--- src/rtl/dual_key_lookup_table_unit_macros.svh ---
// ---------------------------------------------------------------------------
// dual key lookup table assertion macros
// shared assertion forms; empty when SYNTHESIS is set
// ---------------------------------------------------------------------------
`ifndef DUAL_KEY_LOOKUP_TABLE_UNIT_MACROS_SVH
`define DUAL_KEY_LOOKUP_TABLE_UNIT_MACROS_SVH

`ifndef SYNTHESIS
`define DKL_ASSERT_SAME(label, ante, cons, msg) \
	label: assert property (@(posedge clk) disable iff (!arst_n) (ante) |-> (cons)) \
		else $error(msg);
`define DKL_ASSERT_NEXT(label, ante, cons, msg) \
	label: assert property (@(posedge clk) disable iff (!arst_n) (ante) |=> (cons)) \
		else $error(msg);
`else
`define DKL_ASSERT_SAME(label, ante, cons, msg)
`define DKL_ASSERT_NEXT(label, ante, cons, msg)
`endif

`endif

--- src/rtl/dkl_pkg.sv ---
// ---------------------------------------------------------------------------
// dkl_pkg
// types and constants of the dual key lookup table unit
// ---------------------------------------------------------------------------
`default_nettype none

package dkl_pkg;

	localparam int FIRST_DEPTH  = 16;
	localparam int SECOND_DEPTH = 16;
	localparam int KEY_WIDTH    = 32;
	localparam int VALUE_WIDTH  = 32;
	localparam int FUNC_WIDTH   = 2;
	localparam int COUNT_WIDTH  = $clog2(FIRST_DEPTH + 1);

	localparam logic [FUNC_WIDTH-1:0] FUNC_INSERT        = 2'd0;
	localparam logic [FUNC_WIDTH-1:0] FUNC_LOOKUP_FIRST  = 2'd1;
	localparam logic [FUNC_WIDTH-1:0] FUNC_LOOKUP_SECOND = 2'd2;

	typedef struct packed {
		logic [FUNC_WIDTH-1:0]  func;
		logic [KEY_WIDTH-1:0]   first_key;
		logic [KEY_WIDTH-1:0]   second_key;
		logic [VALUE_WIDTH-1:0] new_value;
	} req_t;

	typedef struct packed {
		logic                   found;
		logic [VALUE_WIDTH-1:0] read_value;
		logic [COUNT_WIDTH-1:0] entry_count;
		logic                   first_added;
		logic                   second_added;
		logic                   dropped_full;
	} rsp_t;

	typedef struct packed {
		logic                   hit;
		logic                   full;
		logic [VALUE_WIDTH-1:0] value;
	} lookup_stat_t;

	typedef struct packed {
		logic                   en;
		logic [VALUE_WIDTH-1:0] value;
	} table_wr_t;

endpackage

`default_nettype wire

--- src/rtl/dkl_first_table.sv ---
// ---------------------------------------------------------------------------
// dkl_first_table
// first key table: parallel match, lowest free slot insert, entry count
// ---------------------------------------------------------------------------
`default_nettype none

`include "dual_key_lookup_table_unit_macros.svh"

module dkl_first_table (
	input  wire logic                           clk,
	input  wire logic                           arst_n,
	input  wire logic [dkl_pkg::KEY_WIDTH-1:0]  key,
	input  wire dkl_pkg::table_wr_t             wr,
	output dkl_pkg::lookup_stat_t               stat,
	output logic [dkl_pkg::COUNT_WIDTH-1:0]     count
);
	import dkl_pkg::*;

	logic [FIRST_DEPTH-1:0]  valid_q;
	logic [KEY_WIDTH-1:0]    key_q   [FIRST_DEPTH];
	logic [VALUE_WIDTH-1:0]  value_q [FIRST_DEPTH];
	logic [COUNT_WIDTH-1:0]  count_q;
	logic [FIRST_DEPTH-1:0]  hit_vec;
	logic [FIRST_DEPTH-1:0]  free_oh;
	logic [VALUE_WIDTH-1:0]  hit_value;

	// lowest clear valid bit
	assign free_oh = ~valid_q & (valid_q + FIRST_DEPTH'(1));

	always_comb begin
		hit_value = '0;
		for (int i = 0; i < FIRST_DEPTH; i++) begin
			hit_vec[i] = valid_q[i] && (key_q[i] == key);
			if (hit_vec[i]) begin
				hit_value = hit_value | value_q[i];
			end
		end
	end

	assign stat.hit   = |hit_vec;
	assign stat.full  = &valid_q;
	assign stat.value = hit_value;
	assign count      = count_q;

	always_ff @(posedge clk or negedge arst_n) begin
		if (!arst_n) begin
			valid_q <= '0;
			count_q <= '0;
		end else if (wr.en) begin
			valid_q <= valid_q | free_oh;
			count_q <= count_q + COUNT_WIDTH'(1);
		end
	end

	always_ff @(posedge clk) begin
		for (int i = 0; i < FIRST_DEPTH; i++) begin
			if (wr.en && free_oh[i]) begin
				key_q[i]   <= key;
				value_q[i] <= wr.value;
			end
		end
	end

	`DKL_ASSERT_SAME(a_count_matches_valid, 1'b1, $countones(valid_q) == int'(count_q), "first count out of step with valid bits")
	`DKL_ASSERT_SAME(a_first_hit_unique, 1'b1, $onehot0(hit_vec), "first key stored twice")
	`DKL_ASSERT_SAME(a_first_write_legal, wr.en, !stat.hit && !stat.full, "first insert on hit or full table")

endmodule

`default_nettype wire

--- src/rtl/dkl_second_table.sv ---
// ---------------------------------------------------------------------------
// dkl_second_table
// second key table: parallel match, lowest free slot insert, linked value
// ---------------------------------------------------------------------------
`default_nettype none

`include "dual_key_lookup_table_unit_macros.svh"

module dkl_second_table (
	input  wire logic                           clk,
	input  wire logic                           arst_n,
	input  wire logic [dkl_pkg::KEY_WIDTH-1:0]  key,
	input  wire dkl_pkg::table_wr_t             wr,
	output dkl_pkg::lookup_stat_t               stat
);
	import dkl_pkg::*;

	logic [SECOND_DEPTH-1:0] valid_q;
	logic [KEY_WIDTH-1:0]    key_q   [SECOND_DEPTH];
	// copy of the linked first entry value; first entries never change once set
	logic [VALUE_WIDTH-1:0]  value_q [SECOND_DEPTH];
	logic [SECOND_DEPTH-1:0] hit_vec;
	logic [SECOND_DEPTH-1:0] free_oh;
	logic [VALUE_WIDTH-1:0]  hit_value;

	assign free_oh = ~valid_q & (valid_q + SECOND_DEPTH'(1));

	always_comb begin
		hit_value = '0;
		for (int i = 0; i < SECOND_DEPTH; i++) begin
			hit_vec[i] = valid_q[i] && (key_q[i] == key);
			if (hit_vec[i]) begin
				hit_value = hit_value | value_q[i];
			end
		end
	end

	assign stat.hit   = |hit_vec;
	assign stat.full  = &valid_q;
	assign stat.value = hit_value;

	always_ff @(posedge clk or negedge arst_n) begin
		if (!arst_n) begin
			valid_q <= '0;
		end else if (wr.en) begin
			valid_q <= valid_q | free_oh;
		end
	end

	always_ff @(posedge clk) begin
		for (int i = 0; i < SECOND_DEPTH; i++) begin
			if (wr.en && free_oh[i]) begin
				key_q[i]   <= key;
				value_q[i] <= wr.value;
			end
		end
	end

	`DKL_ASSERT_SAME(a_second_hit_unique, 1'b1, $onehot0(hit_vec), "second key stored twice")
	`DKL_ASSERT_NEXT(a_second_fill, wr.en, $countones(valid_q) == $past($countones(valid_q)) + 1, "second insert did not take one slot")

endmodule

`default_nettype wire

--- src/rtl/dual_key_lookup_table_unit.sv ---
// ---------------------------------------------------------------------------
// dual_key_lookup_table_unit
// two key associative table, when not stalled one request per cycle
// ---------------------------------------------------------------------------
// an accepted request is registered in stage s1, then its response in rsp_q
// throughput: 1 request per cycle unless stalled; match, insert and count settle
// in one stage against flip-flop key tables with a parallel compare over every entry
// reset: valid bits, entry count and pipeline valids clear; stores are not reset
`default_nettype none

`include "dual_key_lookup_table_unit_macros.svh"

module dual_key_lookup_table_unit (
	input  wire logic          clk,
	input  wire logic          arst_n,
	input  wire logic          req_valid,
	output logic               req_stall,
	input  wire dkl_pkg::req_t req,
	output logic               rsp_valid,
	input  wire logic          rsp_stall,
	output dkl_pkg::rsp_t      rsp
);
	import dkl_pkg::*;

	logic                   valid_s1;
	req_t                   req_s1;
	logic                   rsp_valid_q;
	rsp_t                   rsp_q;
	logic                   advance;
	lookup_stat_t           first_stat;
	lookup_stat_t           second_stat;
	table_wr_t              first_wr;
	table_wr_t              second_wr;
	logic [COUNT_WIDTH-1:0] count;
	logic                   is_insert;
	logic                   slot_ok;
	rsp_t                   rsp_next;

	assign advance   = valid_s1 && (!rsp_valid_q || !rsp_stall);
	assign req_stall = valid_s1 && !advance;

	always_ff @(posedge clk or negedge arst_n) begin
		if (!arst_n) begin
			valid_s1 <= 1'b0;
		end else if (req_valid && !req_stall) begin
			valid_s1 <= 1'b1;
		end else if (advance) begin
			valid_s1 <= 1'b0;
		end
	end

	always_ff @(posedge clk) begin
		if (req_valid && !req_stall) begin
			req_s1 <= req;
		end
	end

	dkl_first_table u_first (
		.clk    (clk),
		.arst_n (arst_n),
		.key    (req_s1.first_key),
		.wr     (first_wr),
		.stat   (first_stat),
		.count  (count)
	);

	dkl_second_table u_second (
		.clk    (clk),
		.arst_n (arst_n),
		.key    (req_s1.second_key),
		.wr     (second_wr),
		.stat   (second_stat)
	);

	assign is_insert = (req_s1.func == FUNC_INSERT);
	// first key has a slot to link to
	assign slot_ok   = first_stat.hit || !first_stat.full;

	assign first_wr.en     = advance && is_insert && !first_stat.hit && !first_stat.full;
	assign first_wr.value  = req_s1.new_value;
	assign second_wr.en    = advance && is_insert && slot_ok && !second_stat.hit
		&& !second_stat.full;
	assign second_wr.value = first_stat.hit ? first_stat.value : req_s1.new_value;

	always_comb begin
		rsp_next              = '0;
		rsp_next.entry_count  = count;
		case (req_s1.func)
			FUNC_INSERT: begin
				rsp_next.first_added  = !first_stat.hit && !first_stat.full;
				rsp_next.second_added = slot_ok && !second_stat.hit && !second_stat.full;
				rsp_next.dropped_full = (!first_stat.hit && first_stat.full)
					|| (slot_ok && !second_stat.hit && second_stat.full);
				if (!first_stat.hit && !first_stat.full) begin
					rsp_next.entry_count = count + COUNT_WIDTH'(1);
				end
			end
			FUNC_LOOKUP_FIRST: begin
				rsp_next.found      = first_stat.hit;
				rsp_next.read_value = first_stat.value;
			end
			FUNC_LOOKUP_SECOND: begin
				rsp_next.found      = second_stat.hit;
				rsp_next.read_value = second_stat.value;
			end
			default: begin
				rsp_next.found = 1'b0;
			end
		endcase
	end

	always_ff @(posedge clk or negedge arst_n) begin
		if (!arst_n) begin
			rsp_valid_q <= 1'b0;
		end else if (advance) begin
			rsp_valid_q <= 1'b1;
		end else if (!rsp_stall) begin
			rsp_valid_q <= 1'b0;
		end
	end

	always_ff @(posedge clk) begin
		if (advance) begin
			rsp_q <= rsp_next;
		end
	end

	assign rsp_valid = rsp_valid_q;
	assign rsp       = rsp_q;

	`DKL_ASSERT_SAME(a_lookup_no_insert_flags, rsp_valid_q && rsp_q.found, !rsp_q.first_added && !rsp_q.second_added && !rsp_q.dropped_full, "lookup response carries insert flags")
	`DKL_ASSERT_SAME(a_no_write_when_held, !advance, !first_wr.en && !second_wr.en, "table written while stage held")
	`DKL_ASSERT_NEXT(a_count_follows_add, advance && rsp_next.first_added, rsp_q.entry_count == count, "response count differs from table count")

endmodule

`default_nettype wire
--- config.mk ---
export PLATFORM = sky130hd
export DESIGN_NAME = dual_key_lookup_table_unit
export DESIGN_NICKNAME = d
export VERILOG_FILES = /design/src/rtl/dkl_pkg.sv /design/src/rtl/dkl_first_table.sv /design/src/rtl/dkl_second_table.sv /design/src/rtl/dual_key_lookup_table_unit.sv
export VERILOG_INCLUDE_DIRS = /design/src /design/src/rtl
export SDC_FILE = /design/constraint.sdc
export NUM_CORES = 2
export LEC_CHECK = 0
export ABC_AREA = 1
export BUFFER_PORTS_ARGS = -buffer_cell sky130_fd_sc_hd__buf_4
export CAP_MARGIN = 20
export CORE_MARGIN = 5
export CORE_UTILIZATION = 28
export DETAILED_ROUTE_END_ITERATION = 6
export PLACE_DENSITY = 0.47
export SLEW_MARGIN = 20
export SYNTH_ARGS = -nofsm -noshare
export SYNTH_HDL_FRONTEND = slang
export SYNTH_SLANG_ARGS = --single-unit
--- constraint.sdc ---
create_clock -name clk -period 8.2 [get_ports clk]
set_input_delay 2.05 -clock clk [delete_from_list [all_inputs] [get_ports clk]]
set_output_delay 2.05 -clock clk [all_outputs]
set_load 0.01 [all_outputs]
==> results.yml <==
placement:
  dp_cells: 12500
  place.gp.congestion: 0.861
  port_buffers: 144
  dpl.hpwl_um: 194000
synthesis:
  synth_common_cells: "nand2_1 (2529), edfxtp_1 (2187), nor2_1 (791)"
  synth-warning-count: 0
  netlist_area_um2: 92800
  synthSimpleGateAreaFrac: 0.174
  synth-async-reset-ratio: 0.0175
  ys_ff_latch: 2226
  syn_nets: 8146
  synthMuxAreaShare: 0
  synth.largest_area_cell: "edfxtp_1"
  synth.most_common_cell: "nand2_1"
  ys.flop_type: "edfxtp_1"
  synth_edf_count: 2187
  synthXorXnorAreaFrac: 0.0316
  syn-mean-instance-area_um2: 11.5
  synth_top_area_share: 0.707
  netlist_instances: 8040
  netlist_top_cells_area: "edfxtp_1 (71%), nand2_1 (10%), nor2_1 (3.2%)"
  synth_compound_area_frac: 0.0394
  ys_seq_area_frac: 0.718
  synth_top_family_by_area: "simple AND/OR/NAND/NOR gates"
  synth_fa_ha_area_frac: 0.000539
  yosysUniqueCellTypes: 46
cts:
  cts_resized: 0
  clock_sinks: 2226
  clock_latency_ps: 880
  ctsHoldBuffers: 0
  cts_root_buf: "clkbuf_16"
  cts_buffer_depth: 4
  post_cts_buffers: 0
  numCtsBuffers: 264
  htreeDepth: 5
  clk_pin_slew_ps: 60
  cts_tree: "done"
worst_setup_path:
  timing_worst_setup_path_type: "reg -> reg"
  crit_chain: "buf_4 > buf_4 > nand2_1 > o21ai_0 > inv_1 > nand2_1 > nor2_1 > nand2_1 > nor2_4 > buf_4 > nand3_1 > nand2_1 > nor2_1 > nand2_1 > nor2_2 > nand4_4 > buf_4 > nor3_4 > buf_4 > buf_4"
  crit_top_cell: "buf_4"
  critPathCaptureType: "flop"
  reg2reg_to: "u_second.value_q[6][33]"
  worstPathArrival_ps: 6150
  r2r_cells: 20
  r2r-start: "req_s1[36]"
  rrSetupSlack_ps: 2500
  cp_slowest_cell: "buf_4"
  cp-start-kind: "flop"
  crit_fanout: 42
  slowest_delay_ps: 750
  required_ps: 8660
worst_hold_path:
  hp-start: "valid_s1"
  min_to: "rsp_valid"
  hold_path_class: "reg -> reg"
  worstHoldPathCells: 2
floorplan:
  dieArea_um2: 343000
  initial_core_util: 0.281
  fp.dieH_um: 586
  die-width_um: 586
  rows: 211
  core-area_um2: 330000
  io_pins: 145
flow_run:
  cap_viol_max_count: 0
sta:
  setup_viol: 0
  tns_ps: 0
  fmax_ghz: 0.176
  slew_headroom: 0.220
  worst_pin_slew_ps: 1160
  drv_slew: 0
  final.min_clock_period_ps: 5700
  skew_ps: 54.8
  hold_viol: 0
  grt_setup_unrepaired: "false"
  timing.final.crit_share: 0.695
drt:
  wl_per_cell_um: 25.4
  wl_um: 329000
  route.detailed.drc: 0
  via_per_inst: 4.77
  vias: 61800
  dr.first_iter.drc_count: 6740
  drt_first_pass_iters: 6
  detail-route-antenna-nets: 0
global_route:
  overflow: 0
  grt_pass1_vias: 59900
  antenna_found_initial: 21
  grt_max_degree: 65
  grt_pass1_wl_um: 457000
  track_usage: 0.186
pwr:
  netSwitchingFraction: 0.227
  powerDensity_nw_per_um2: 233
  p_sw_mw: 5.74
  power_frac_seq: 0.503
  p_leak_nw: 40.0
  comb_power_share: 0.046
  ir_drop_mv: 0.134
  clockPowerShare: 0.451
  internal_power_mw: 19.5
cells_and_area:
  nets: 8485
  area_delta_synth_final_pct: 16.7
  layout.cells.non_filler: 13000
  fillers: 32800
  drive_above_1_share: 0.104
outcome:
  status: "finished clean"
[area by class of cell]
| cell class | instances | area, um2 | area share |
|---|---|---|---|
| diodes | 5 | 12.5 | 0.000115 |
| clock buffers | 348 | 7210 | 0.0666 |
| inverters | 507 | 1910 | 0.0176 |
| well taps | 4366 | 5460 | 0.0504 |
| flip-flops and latches | 2226 | 66600 | 0.615 |
| clock inverters | 121 | 987 | 0.00911 |
| repair buffers | 358 | 2860 | 0.0264 |
| multi-input cells | 5022 | 23200 | 0.214 |
[power by group through the flow]
stage / clock network, mW / registers (mW) / logic (mW)
6_report: 11.4 / 12.7 / 1.16
2_1_floorplan: 0 / 13.0 / 0.508
3_5_place_dp: 0 / 12.9 / 1.17
3_3_place_gp: 0 / 12.9 / 1.16
4_1_cts: 11.6 / 12.7 / 1.17
5_1_grt: 12.1 / 12.7 / 1.24
[flip-flops by register name, summed over array words and instances, names as in the netlist]
name	flops
u_first.key_q	512
u_first.value_q	512
u_second.key_q	512
u_second.value_q	512
req_s1	66
rsp	41
first_wr	32
u_first.valid_q	16
u_second.valid_q	16
u_first.count	5
rsp_valid	1
valid_s1	1
[placed cells by master, fill, tap and decap left out, types with 134 or more instances in the layout]
master,netlist,layout
nor2_1,791,762
nand3_1,514,514
nand2_1,2529,2529
o21ai_0,421,421
o21ai_1,134,134
edfxtp_1,2187,2187
inv_1,461,458
clkbuf_16,0,273
buf_4,47,345
xnor2_1,274,274
[worst max-delay path, delay by kind of cell, from the launching register on]
family          cells  cell delay, ps
buf+inv             7            2580
simple gates       12            2090
flops               1             330
compound gates      1             150
[layer usage]
metal	GRT usage	part of all wire
met5	0	0
met4	0.0578	0.033
met3	0.0247	0.064
met2	0.307	0.47
met1	0.254	0.43
[kinds of logic (layout without fill, tap and decap cells)]
group | Yosys count | after routing
buf+inv | 792 | 1334
fa+ha+maj | 4 | 4
simple gates | 3986 | 3986
flops | 2226 | 2226
compound gates | 697 | 697
other cells | 0 | 5
xor+xnor | 335 | 335
[how the worst max path moves through the flow]
stage	cells after the start	startpoint	slack (ps)	end
final	20	req_s1[36]	2500	u_second.value_q[6][33]
after global routing	18	req_s1[65]	2180	u_first.key_q[0][244]
after CTS	18	req_s1[65]	2480	u_first.key_q[0][245]
after detailed placement	9	rsp_stall	2420	u_first.key_q[0][229]
after global placement	17	req_s1[83]	2280	u_first.key_q[0][57]
after floorplan	8	rsp_stall	90	u_second.key_q[0][0]
[per-stage QoR]
step | util | setup slack [ps] | hold WS, ps | area (um2) | power, mW
finish | 0.328 | 2500 | 508 | 108000 | 25.2
floorplan | - | 85.3 | 434 | 92900 | 13.5
global placement | 0.303 | 2280 | 493 | 100000 | 14.1
global route | 0.328 | 2180 | 544 | 108000 | 26.0
CTS | 0.328 | 2480 | 516 | 108000 | 25.5
detailed placement | 0.303 | 2420 | 500 | 100000 | 14.1
No activity file was read; power rests on OpenSTA's default activity.
